===== config.mk =====
export PLATFORM = sky130hd
export DESIGN_NAME = sorted_id_set_intersection_count_top
export DESIGN_NICKNAME = d
export VERILOG_FILES = /design/src/hdl/sidc_pkg.sv /design/src/hdl/sorted_id_set_intersection_count_top.sv /design/src/hdl/sidc_cell.sv
export SDC_FILE = /design/constraint.sdc
export NUM_CORES = 2
export LEC_CHECK = 0
export ABC_AREA = 1
export BUFFER_PORTS_ARGS = -buffer_cell sky130_fd_sc_hd__buf_2
export CAP_MARGIN = 20
export CELL_PAD_IN_SITES_DETAIL_PLACEMENT = 1
export CELL_PAD_IN_SITES_GLOBAL_PLACEMENT = 2
export CORE_MARGIN = 5
export CORE_UTILIZATION = 41
export CTS_CLUSTER_SIZE = 30
export DETAILED_ROUTE_END_ITERATION = 8
export PLACE_DENSITY_LB_ADDON = 0.2
export RECOVER_POWER = 25
export SETUP_SLACK_MARGIN = 0.3
export SYNTH_ARGS = -nofsm -noshare
export SYNTH_HDL_FRONTEND = slang
export SYNTH_SLANG_ARGS = --single-unit

===== constraint.sdc =====
create_clock -name i_clk -period 5.65 [get_ports i_clk]
set_clock_uncertainty 0.05 [all_clocks]
set_input_delay 0.8475 -clock i_clk [delete_from_list [all_inputs] [get_ports i_clk]]
set_output_delay 0.8475 -clock i_clk [all_outputs]
set_load 0.05 [all_outputs]

===== src/hdl/sidc_pkg.sv =====
`timescale 1ns / 1ps
// ----------------------------------------------------------------------------
// sidc_pkg - shared types and constants of the sorted id set block
// Sizes, beat payload structs, command codes and the link types that
// connect neighboring cells of the set chain.
// ----------------------------------------------------------------------------
package sidc_pkg;

    localparam int SET_DEPTH = 64;
    localparam int ID_BITS   = 16;

    localparam int ITEM_ID_W = 16;
    localparam int COUNT_W   = 7;
    localparam int LIMIT_W   = 7;
    localparam int FILL_W    = $clog2(SET_DEPTH + 1);
    localparam int CMP_W     = (FILL_W > LIMIT_W) ? FILL_W : LIMIT_W;

    localparam logic [COUNT_W-1:0] COUNT_MAX  = {COUNT_W{1'b1}};
    localparam logic [LIMIT_W-1:0] LIMIT_RST  = LIMIT_W'(64);
    localparam logic [CMP_W-1:0]   DEPTH_CMP  = CMP_W'(SET_DEPTH);

    typedef enum logic {
        CMD_INSERT = 1'b0,
        CMD_QUERY  = 1'b1
    } t_cmd;

    typedef struct packed {
        t_cmd                 command;
        logic [ITEM_ID_W-1:0] item_id;
        logic                 last_of_pattern;
    } t_in_beat;

    typedef struct packed {
        logic [COUNT_W-1:0] match_count;
        logic               pattern_done;
        logic               set_full;
        logic               insert_dropped;
    } t_out_beat;

    // Broadcast from the control logic to every cell
    typedef struct packed {
        logic               ins_en;
        logic               qry_en;
        logic               cur_clr;
        logic [ID_BITS-1:0] key;
    } t_bcast;

    // What a cell shows its right-hand neighbor
    typedef struct packed {
        logic               valid;
        logic               take;
        logic               cur_next;
        logic [ID_BITS-1:0] id;
    } t_link;

    function automatic logic [ID_BITS-1:0] id_of(input logic [ITEM_ID_W-1:0] raw);
        logic [ID_BITS+ITEM_ID_W-1:0] ext;
        ext = {{ID_BITS{1'b0}}, raw};
        return ext[ID_BITS-1:0];
    endfunction

endpackage


===== src/hdl/sorted_id_set_intersection_count_top.sv =====
`timescale 1ns / 1ps
// ----------------------------------------------------------------------------
// sorted_id_set_intersection_count_top - sorted id set with pattern match count
// Chain of cells keeping ids sorted; inserts shift, queries advance a cursor.
// ----------------------------------------------------------------------------
// The result beat lands in the output register the cycle after its input beat.
// Throughput: 1 item per cycle while the result is taken; the whole cell chain
// compares and shifts in the accept cycle, so the next item follows at once.
// Reset (synchronous, active low): set empty, count and cursor zero,
// size_limit 64, output register empty.
module sorted_id_set_intersection_count_top (
    input  logic                                i_clk,
    input  logic                                i_rst_n,
    input  logic                                i_in_valid,
    output logic                                o_in_ready,
    input  sidc_pkg::t_in_beat                  i_in_data,
    output logic                                o_out_valid,
    input  logic                                i_out_ready,
    output sidc_pkg::t_out_beat                 o_out_data,
    input  logic                                i_cfg_valid,
    output logic                                o_cfg_ready,
    input  logic [sidc_pkg::LIMIT_W-1:0]        i_cfg_data
);

    logic [sidc_pkg::LIMIT_W-1:0] r_limit;
    logic [sidc_pkg::FILL_W-1:0]  r_fill;
    logic [sidc_pkg::FILL_W-1:0]  n_fill;
    logic [sidc_pkg::COUNT_W-1:0] r_count;
    logic [sidc_pkg::COUNT_W-1:0] n_count;
    logic                         r_out_valid;
    sidc_pkg::t_out_beat          r_out;
    sidc_pkg::t_out_beat          n_out;

    sidc_pkg::t_bcast             w_bcast;
    sidc_pkg::t_link              w_link [sidc_pkg::SET_DEPTH+1];
    logic [sidc_pkg::SET_DEPTH-1:0] w_hit;

    logic w_accept;
    logic w_is_ins;
    logic w_is_qry;
    logic w_full_now;
    logic w_full_after;
    logic w_drop;
    logic w_match;
    logic [sidc_pkg::COUNT_W-1:0] w_count_after;

    assign o_in_ready  = !r_out_valid || i_out_ready;
    assign o_cfg_ready = 1'b1;
    assign w_accept    = i_in_valid && o_in_ready;
    assign w_is_ins    = w_accept && (i_in_data.command == sidc_pkg::CMD_INSERT);
    assign w_is_qry    = w_accept && (i_in_data.command == sidc_pkg::CMD_QUERY);

    assign w_full_now = (sidc_pkg::CMP_W'(r_fill) >= sidc_pkg::CMP_W'(r_limit)) ||
                        (sidc_pkg::CMP_W'(r_fill) == sidc_pkg::DEPTH_CMP);
    assign w_drop     = w_is_ins && w_full_now;

    assign w_bcast.ins_en  = w_is_ins && !w_full_now;
    assign w_bcast.qry_en  = w_is_qry;
    assign w_bcast.cur_clr = i_in_data.last_of_pattern;
    assign w_bcast.key     = sidc_pkg::id_of(i_in_data.item_id);

    // head of the chain: always valid, never shifts, cursor passed
    assign w_link[0].valid    = 1'b1;
    assign w_link[0].take     = 1'b0;
    assign w_link[0].cur_next = 1'b1;
    assign w_link[0].id       = '0;

    for (genvar g = 0; g < sidc_pkg::SET_DEPTH; g++) begin : g_cell
        sidc_cell u_cell (
            .i_clk   (i_clk),
            .i_rst_n (i_rst_n),
            .i_bcast (w_bcast),
            .i_left  (w_link[g]),
            .o_right (w_link[g+1]),
            .o_hit   (w_hit[g])
        );
    end

    assign w_match = |w_hit;

    always_comb begin
        n_fill        = r_fill;
        n_count       = r_count;
        w_count_after = r_count;
        if (w_bcast.ins_en) begin
            n_fill = r_fill + sidc_pkg::FILL_W'(1);
        end
        if (w_is_qry && w_match && (r_count != sidc_pkg::COUNT_MAX)) begin
            w_count_after = r_count + sidc_pkg::COUNT_W'(1);
        end
        if (w_is_qry) begin
            n_count = i_in_data.last_of_pattern ? '0 : w_count_after;
        end
    end

    assign w_full_after = (sidc_pkg::CMP_W'(n_fill) >= sidc_pkg::CMP_W'(r_limit)) ||
                          (sidc_pkg::CMP_W'(n_fill) == sidc_pkg::DEPTH_CMP);

    always_comb begin
        n_out.match_count    = w_count_after;
        n_out.pattern_done   = w_is_qry && i_in_data.last_of_pattern;
        n_out.set_full       = w_full_after;
        n_out.insert_dropped = w_drop;
    end

    always_ff @(posedge i_clk) begin
        if (!i_rst_n) begin
            r_limit     <= sidc_pkg::LIMIT_RST;
            r_fill      <= '0;
            r_count     <= '0;
            r_out_valid <= 1'b0;
        end else begin
            if (i_cfg_valid) begin
                r_limit <= i_cfg_data;
            end
            r_fill  <= n_fill;
            r_count <= n_count;
            if (w_accept) begin
                r_out_valid <= 1'b1;
            end else if (i_out_ready) begin
                r_out_valid <= 1'b0;
            end
        end
    end

    // hold the result beat until taken
    always_ff @(posedge i_clk) begin
        if (w_accept) begin
            r_out <= n_out;
        end
    end

    assign o_out_valid = r_out_valid;
    assign o_out_data  = r_out;

endmodule


===== src/hdl/sidc_cell.sv =====
`timescale 1ns / 1ps
// ----------------------------------------------------------------------------
// sidc_cell - one slot of the sorted id chain
// Holds one id, its valid bit and one bit of the search cursor
// thermometer; shifts right on insert and flags a hit on query.
// ----------------------------------------------------------------------------
module sidc_cell (
    input  logic              i_clk,
    input  logic              i_rst_n,
    input  sidc_pkg::t_bcast  i_bcast,
    input  sidc_pkg::t_link   i_left,
    output sidc_pkg::t_link   o_right,
    output logic              o_hit
);

    logic [sidc_pkg::ID_BITS-1:0] r_id;
    logic                         r_valid;
    logic                         r_cur;

    logic w_lt;
    logic w_gt;
    logic w_eq;
    logic w_take;
    logic w_cur_next;

    assign w_lt       = r_valid && (r_id < i_bcast.key);
    assign w_gt       = r_valid && (r_id > i_bcast.key);
    assign w_eq       = r_valid && (r_id == i_bcast.key);
    assign w_take     = !r_valid || w_gt;
    // cursor lands on the first cell not passed over
    assign w_cur_next = r_cur || w_lt;
    assign o_hit      = w_eq && i_left.cur_next && !w_cur_next;

    assign o_right.valid    = r_valid;
    assign o_right.take     = w_take;
    assign o_right.cur_next = w_cur_next;
    assign o_right.id       = r_id;

    always_ff @(posedge i_clk) begin
        if (!i_rst_n) begin
            r_valid <= 1'b0;
            r_cur   <= 1'b0;
        end else begin
            if (i_bcast.ins_en && w_take) begin
                r_valid <= r_valid || i_left.valid;
            end
            if (i_bcast.qry_en) begin
                r_cur <= i_bcast.cur_clr ? 1'b0 : w_cur_next;
            end
        end
    end

    // shift the left neighbor in, or drop the new id here at the boundary
    always_ff @(posedge i_clk) begin
        if (i_bcast.ins_en && w_take) begin
            r_id <= i_left.take ? i_left.id : i_bcast.key;
        end
    end

endmodule


# After elaboration in Yosys (flattened, before gate mapping)
# Cells that the tools add are included.
# totals
regBits	1184
inputBits	30
out_inout_bits	13
elab_cells	1249
# op_classes
n_addsub	2
magnitude_cmp	130
eq_ne	67
muxes	132
n_bitwise	1
reduce_logical	717
# op_table
operator	n
equality test 16 bit	64
> comparator 16 bit	64
< comparator 16 bit	64
2-to-1 mux 16 bit	63
logical AND 1 bit	391
logical OR 1 bit	194
zero test 1 bit	130
2-to-1 mux 1 bit	66
OR reduction 64 bit	1
2-to-1 mux 7 bit	3
adder 7 x 1 -> 7 bit, second input constant	2
equality test 7 bit, second input constant	2
>= comparator 7 bit	2
inequality test 7 bit, second input constant	1
nonzero test 2 bit	1
inverter 1 bit	1

# Longest topological paths before layout
# logic_depth
depth_word	10
mapped_depth	26
ltp_nobuf	26

# Cells and area by module
# Synthesis repeated with hierarchy kept, for this count alone.
# unflattened
hier_cells	9808
area_unflattened_um2	83000.9
# by_module_without_submodules
mod	n_inst	cells_each	area_each_um2	seq_area_each_um2
sidc_cell	64	148	1261.2	520.5
sorted_id_set_intersection_count_top	1	336	2283.4	740.7

# Worst setup path before layout
# No wires, ideal clock.
# synth_timing
path_type	input-to-reg
start	in i_in_data[16] (netlist name)
end	reg g_cell[3].u_cell.r_id[0] (netlist name), enable pin
setup_time_ps	390
arrival_time_ps	4831
t_required_ps	5210
slack_ps	379
path_stages	13
path_buffers	2
cell_sequence	inv_2 clkbuf_1 ha_1 nand2_1 nor2_2 nand2_1 nor2_1 nand2_1 nand2_1 nor2_1 or2_2 clkbuf_1 nor2_1
# synth_via
elab_chain_len	4
# synth_rtl
item	line	source
start: declaration	sorted_id_set_intersection_count_top.sv:16	input sidc_pkg::t_in_beat i_in_data,
> comparator 16 bit	sidc_cell.sv:27	assign w_gt = r_valid && (r_id > i_bcast.key);
logical AND 1 bit	sidc_cell.sv:27	
logical OR 1 bit	sidc_cell.sv:29	assign w_take = !r_valid || w_gt;
logical AND 1 bit	sidc_cell.sv:55	if (i_bcast.ins_en && w_take) begin
end signal: assignment	sidc_cell.sv:56	r_id <= i_left.take ? i_left.id : i_bcast.key;
end: declaration	sidc_cell.sv:16	logic [sidc_pkg::ID_BITS-1:0] r_id;
# Every way passes these cells.
# A chain may end at the register's enable or synchronous reset.

# Worst setup path in the final report
# layout_timing
start	in i_in_data[16] (netlist name)
end	reg r_count[2] (netlist name)
# layout_via
elab_chain_len	10
word_cells_on_any_way	516
cone_classes	order compare (64); eq/ne (64); mux (2); reduce/logical (386)
# layout_rtl
item	line	source
< comparator 16 bit	sidc_cell.sv:26	assign w_lt = r_valid && (r_id < i_bcast.key);
logical AND 1 bit	sidc_cell.sv:26	
logical OR 1 bit	sidc_cell.sv:31	assign w_cur_next = r_cur || w_lt;
zero test 1 bit / logical AND 1 bit (equally long branches)	sidc_cell.sv:32	assign o_hit = w_eq && i_left.cur_next && !w_cur_next;
logical AND 1 bit	sidc_cell.sv:32	
OR reduction 64 bit (*)	sorted_id_set_intersection_count_top.sv:79	assign w_match = |w_hit;
logical AND 1 bit (*) (2 in a row)	sorted_id_set_intersection_count_top.sv:88	if (w_is_qry && w_match && (r_count != sidc_pkg::COUNT_MAX)) begin
2-to-1 mux 7 bit (*)	sorted_id_set_intersection_count_top.sv:88	
2-to-1 mux 7 bit (*)	sorted_id_set_intersection_count_top.sv:92	n_count = i_in_data.last_of_pattern ? '0 : w_count_after;
end signal: assignment	sorted_id_set_intersection_count_top.sv:117	r_count <= n_count;
end: declaration	sorted_id_set_intersection_count_top.sv:28	logic [sidc_pkg::COUNT_W-1:0] r_count;
# Mark *: on every way between the ends. The rest lies on a longest branch, timed or not.

==> results by group <==
CTS
  • CTS Buf Count: 147
  • Later-pin clock latency in the skew report: 0.81 ns
  • # hold bufs at CTS: 0
  • Clock root buffer: clkbuf_16
  • H-tree levels: 4
  • PostCTS Resize Cnt: 0
  • TritonCTS clock tree: built
  • Clock Sinks: 1184
  • Clock buffer depth: 3
  • Post-CTS Setup Bufs: 0
  • Register clock-pin slew on the reported worst setup and hold paths: 0.06 ns

Layout
  • Final Cell Area: 81150 um2
  • FILL cells: 20340
  • Nets@finish: 9228
  • Layout cell share with drive strength beyond 1: 6.039%
  • Antenna Cells: 0
  • Area grow syn2layout: 11.91%

Global routing
  • First-pass GRT wire length: 349100 um
  • Vias in the first global route: 60610
  • Largest net degree at the start of global routing: 51
  • Total GRT Usage: 23.82%
  • GRT overflow: 0
  • Initial antenna violation count: 1

Die
  • Die Wd: 430.5 um
  • Die Y: 430.5 um
  • Starting density of the core: 41.17%
  • Io pins: 43
  • Full die area: 185400 um2
  • FP Rows: 154
  • Core area: 176100 um2

STA
  • Worst-Margin Slew: 3.137 ns
  • Setup_tns: 0 ns
  • Max_slew headroom: -110.3%
  • RSZ-0062 raised after global routing: no
  • Final Slew Violations: 203
  • Final-report hold violation count: 0
  • Fin crit period: 4.797 ns
  • Setup ws final: 0.8528 ns
  • Final Cycle Share: 84.91%
  • FMAX: 0.2085 GHz
  • Endpoints failing setup: 0

Route
  • DR iter-0 viols: 3048
  • Routed len/inst: 21.19 um
  • Final WL: 225000 um
  • Post-DR vias/cell: 5.419
  • DRT antenna net count: 0
  • DRC errors left: 0
  • Drt pass-1 iters: 7
  • Routed vias: 57550

Power and ir drop
  • VDD IR max: 316.8 uV
  • Leak: 33.91 nW
  • PD cells: 283.2 nW/um2

Yosys
  • Syn Inst Count: 8057
  • Synth Flop Type: edfxtp_1
  • Post-synth net total: 9128
  • Sequential share of the synthesized area: 46.96%
  • Yosys warnings: 0
  • Register bit total from synthesis: 1184
  • EDFF count, synth: 1034
  • Synth top area share: 42.82%
  • Mean Syn Cell Area: 9.000 um2
  • Cell variety after synth: 50
  • Netlist Area Pre-Place: 72510 um2
  • Share of synthesized registers carrying an async set or reset: 0%
  • Post-synth top area cell: edfxtp_1
  • Synth top area cells: edfxtp_1, ha_1, a21oi_1

Placed design
  • Post-DP HPWL: 162300 um
  • RD Place Congestion: 0.8319
  • Cell Area, Placed: 76760 um2
  • Port bufs: 41
  • Dpl ws: 0.4173 ns

Status
  • Failing checks: capacitance limit, slew limit
  • Status: complete, but fails checks

Setup path
  • Worst Path Arrival: 5.32 ns
  • Crit path launch type: input port
  • Slowest CP cell: clkbuf_1
  • Req. time, crit path: 6.17 ns
  • Max FO, Critical Path: 45
  • Top cell by count, worst path: nand2_1
  • Critical path class: input port to register
  • Worst-path cell chain: clkbuf_1, inv_6, clkbuf_1, clkbuf_1, ha_1, nand4_1, nor3_2, nand2_1, a21oi_1, nor2_1, nor2_1, nand2_1, nor2_1, nand2_1, nor2_4, nand2_4, nand3_2, nand2_1, nand3_1, a21oi_1
  • Slowest stage delay, CP: 0.90 ns
  • CP endpoint kind: register

Run
  • Max_cap viols: 6

Worst hold path
  • HP Class: input port to register
[layer usage]
metal  vias up  wire length [um]  track usage [%]
met4         0              6180            6.791
met5         -                 0                0
met2       808            110400            42.08
li1      28160                 -                -
met1     28280            101500            30.81
met3       307              6916            2.706
[sequential cells by signal (all words and copies together), names as in the netlist]
register               cells
g_cell.u_cell.r_valid     64
g_cell.u_cell.r_id      1024
r_count                    7
o_out_valid                1
r_fill                     7
o_out_data                10
g_cell.u_cell.r_cur       64
r_limit                    7
[placed cells by master (no fill, tap or decap), types with 5 or more instances in the layout]
cell type,netlist,final
and3b_1,8,8
a211oi_1,52,52
inv_2,58,35
a21oi_1,1398,1398
clkbuf_8,0,17
buf_12,0,29
and3_1,13,13
nor2_1,1391,1392
nand2_1,1369,1368
nand2b_1,20,20
o21ai_1,25,14
buf_2,3,11
o21ai_0,120,129
o21a_1,41,41
dfxtp_1,150,150
o21bai_1,51,51
nand4_1,88,88
clkinv_1,8,25
inv_1,508,515
edfxtp_1,1034,1034
nor4b_1,12,12
nor4_1,6,8
buf_4,1,181
clkbuf_1,298,116
nand3_1,209,209
ha_1,1041,1041
nor3_1,34,34
nand3b_1,8,8
xor2_1,6,6
or2_0,4,5
clkbuf_16,0,150
a21o_1,17,17
inv_6,0,23
nor3b_1,8,8
clkinv_2,0,19
[layout make-up]
type,instances,area (um2),share of cell area [%]
multi-input combinational,5961,35050,43.20
sequential,1184,34050,41.96
clock buffer,218,4179,5.150
tap,2340,2928,3.608
timing repair buffer,289,2270,2.797
inverter,574,2231,2.749
clock inverter,54,432.9,0.5335
[cell families after synthesis]
family | after synthesis | synth area share (%)
AND/OR/NAND/NOR | 3192 | 17.76
AO/OA/AOI/OAI | 1719 | 12.48
flip-flops | 1184 | 46.96
adder cells (fa/ha/maj) | 1041 | 17.96
buffers and inverters | 912 | 4.732
XOR/XNOR | 8 | 0.09664
other | 1 | 0.005172
[power by group]
part	switching, W	total (W)	internal [W]
combinational	0.00210	0.00320	0.00110
sequential	0.000351	0.0106	0.0102
clock	0.00391	0.00922	0.00531
total	0.00637	0.0230	0.0166
[metrics by stage]
stage	util, %	total power (W)	hold WS, ns	std cells
floorplan	-	0.01265	0.3768	8057
global placement	43.59	0.01378	0.3870	10340
detailed placement	43.59	0.01396	0.3976	10340
CTS	46.21	0.02328	0.1633	10620
global route	46.08	0.02408	0.2355	10620
finish	46.08	0.02298	0.2556	10620
[worst paths after layout]
path | startpoint | slack [ns] | end | depth (start not counted)
max | i_in_data[16] | 0.85 | r_count[2]$_SDFFE_PN0P_ | 20
min | i_cfg_data[6] | 0.26 | r_limit[6]$_SDFFE_PN1P_ | 3
max reg2reg | r_fill[0]$_SDFF_PN0_ | 1.01 | o_out_data[1]$_DFFE_PP_ | 19
min reg2reg | g_cell[25].u_cell.r_cur$_SDFFE_PN0P_ | 0.40 | g_cell[25].u_cell.r_cur$_SDFFE_PN0P_ | 2
[worst max-delay path: cells and delay by family]
kind            cells  cell delay [ns]
simple gates       13             2.01
buf+inv             4             1.86
compound gates      2             0.32
fa+ha+maj           1             0.23
[Yosys cell counts (all sizes together), types with 40 or more instances]
cell type	count
buf	40
a211oi	52
nand3	210
edfxtp	1034
clkbuf	298
o21bai	51
a21oi	1401
nor2	1395
inv	566
ha	1041
nand4	88
nand2	1374
o21ai	145
dfxtp	150
o21a	41
No activity file was read; power rests on OpenSTA's default activity.
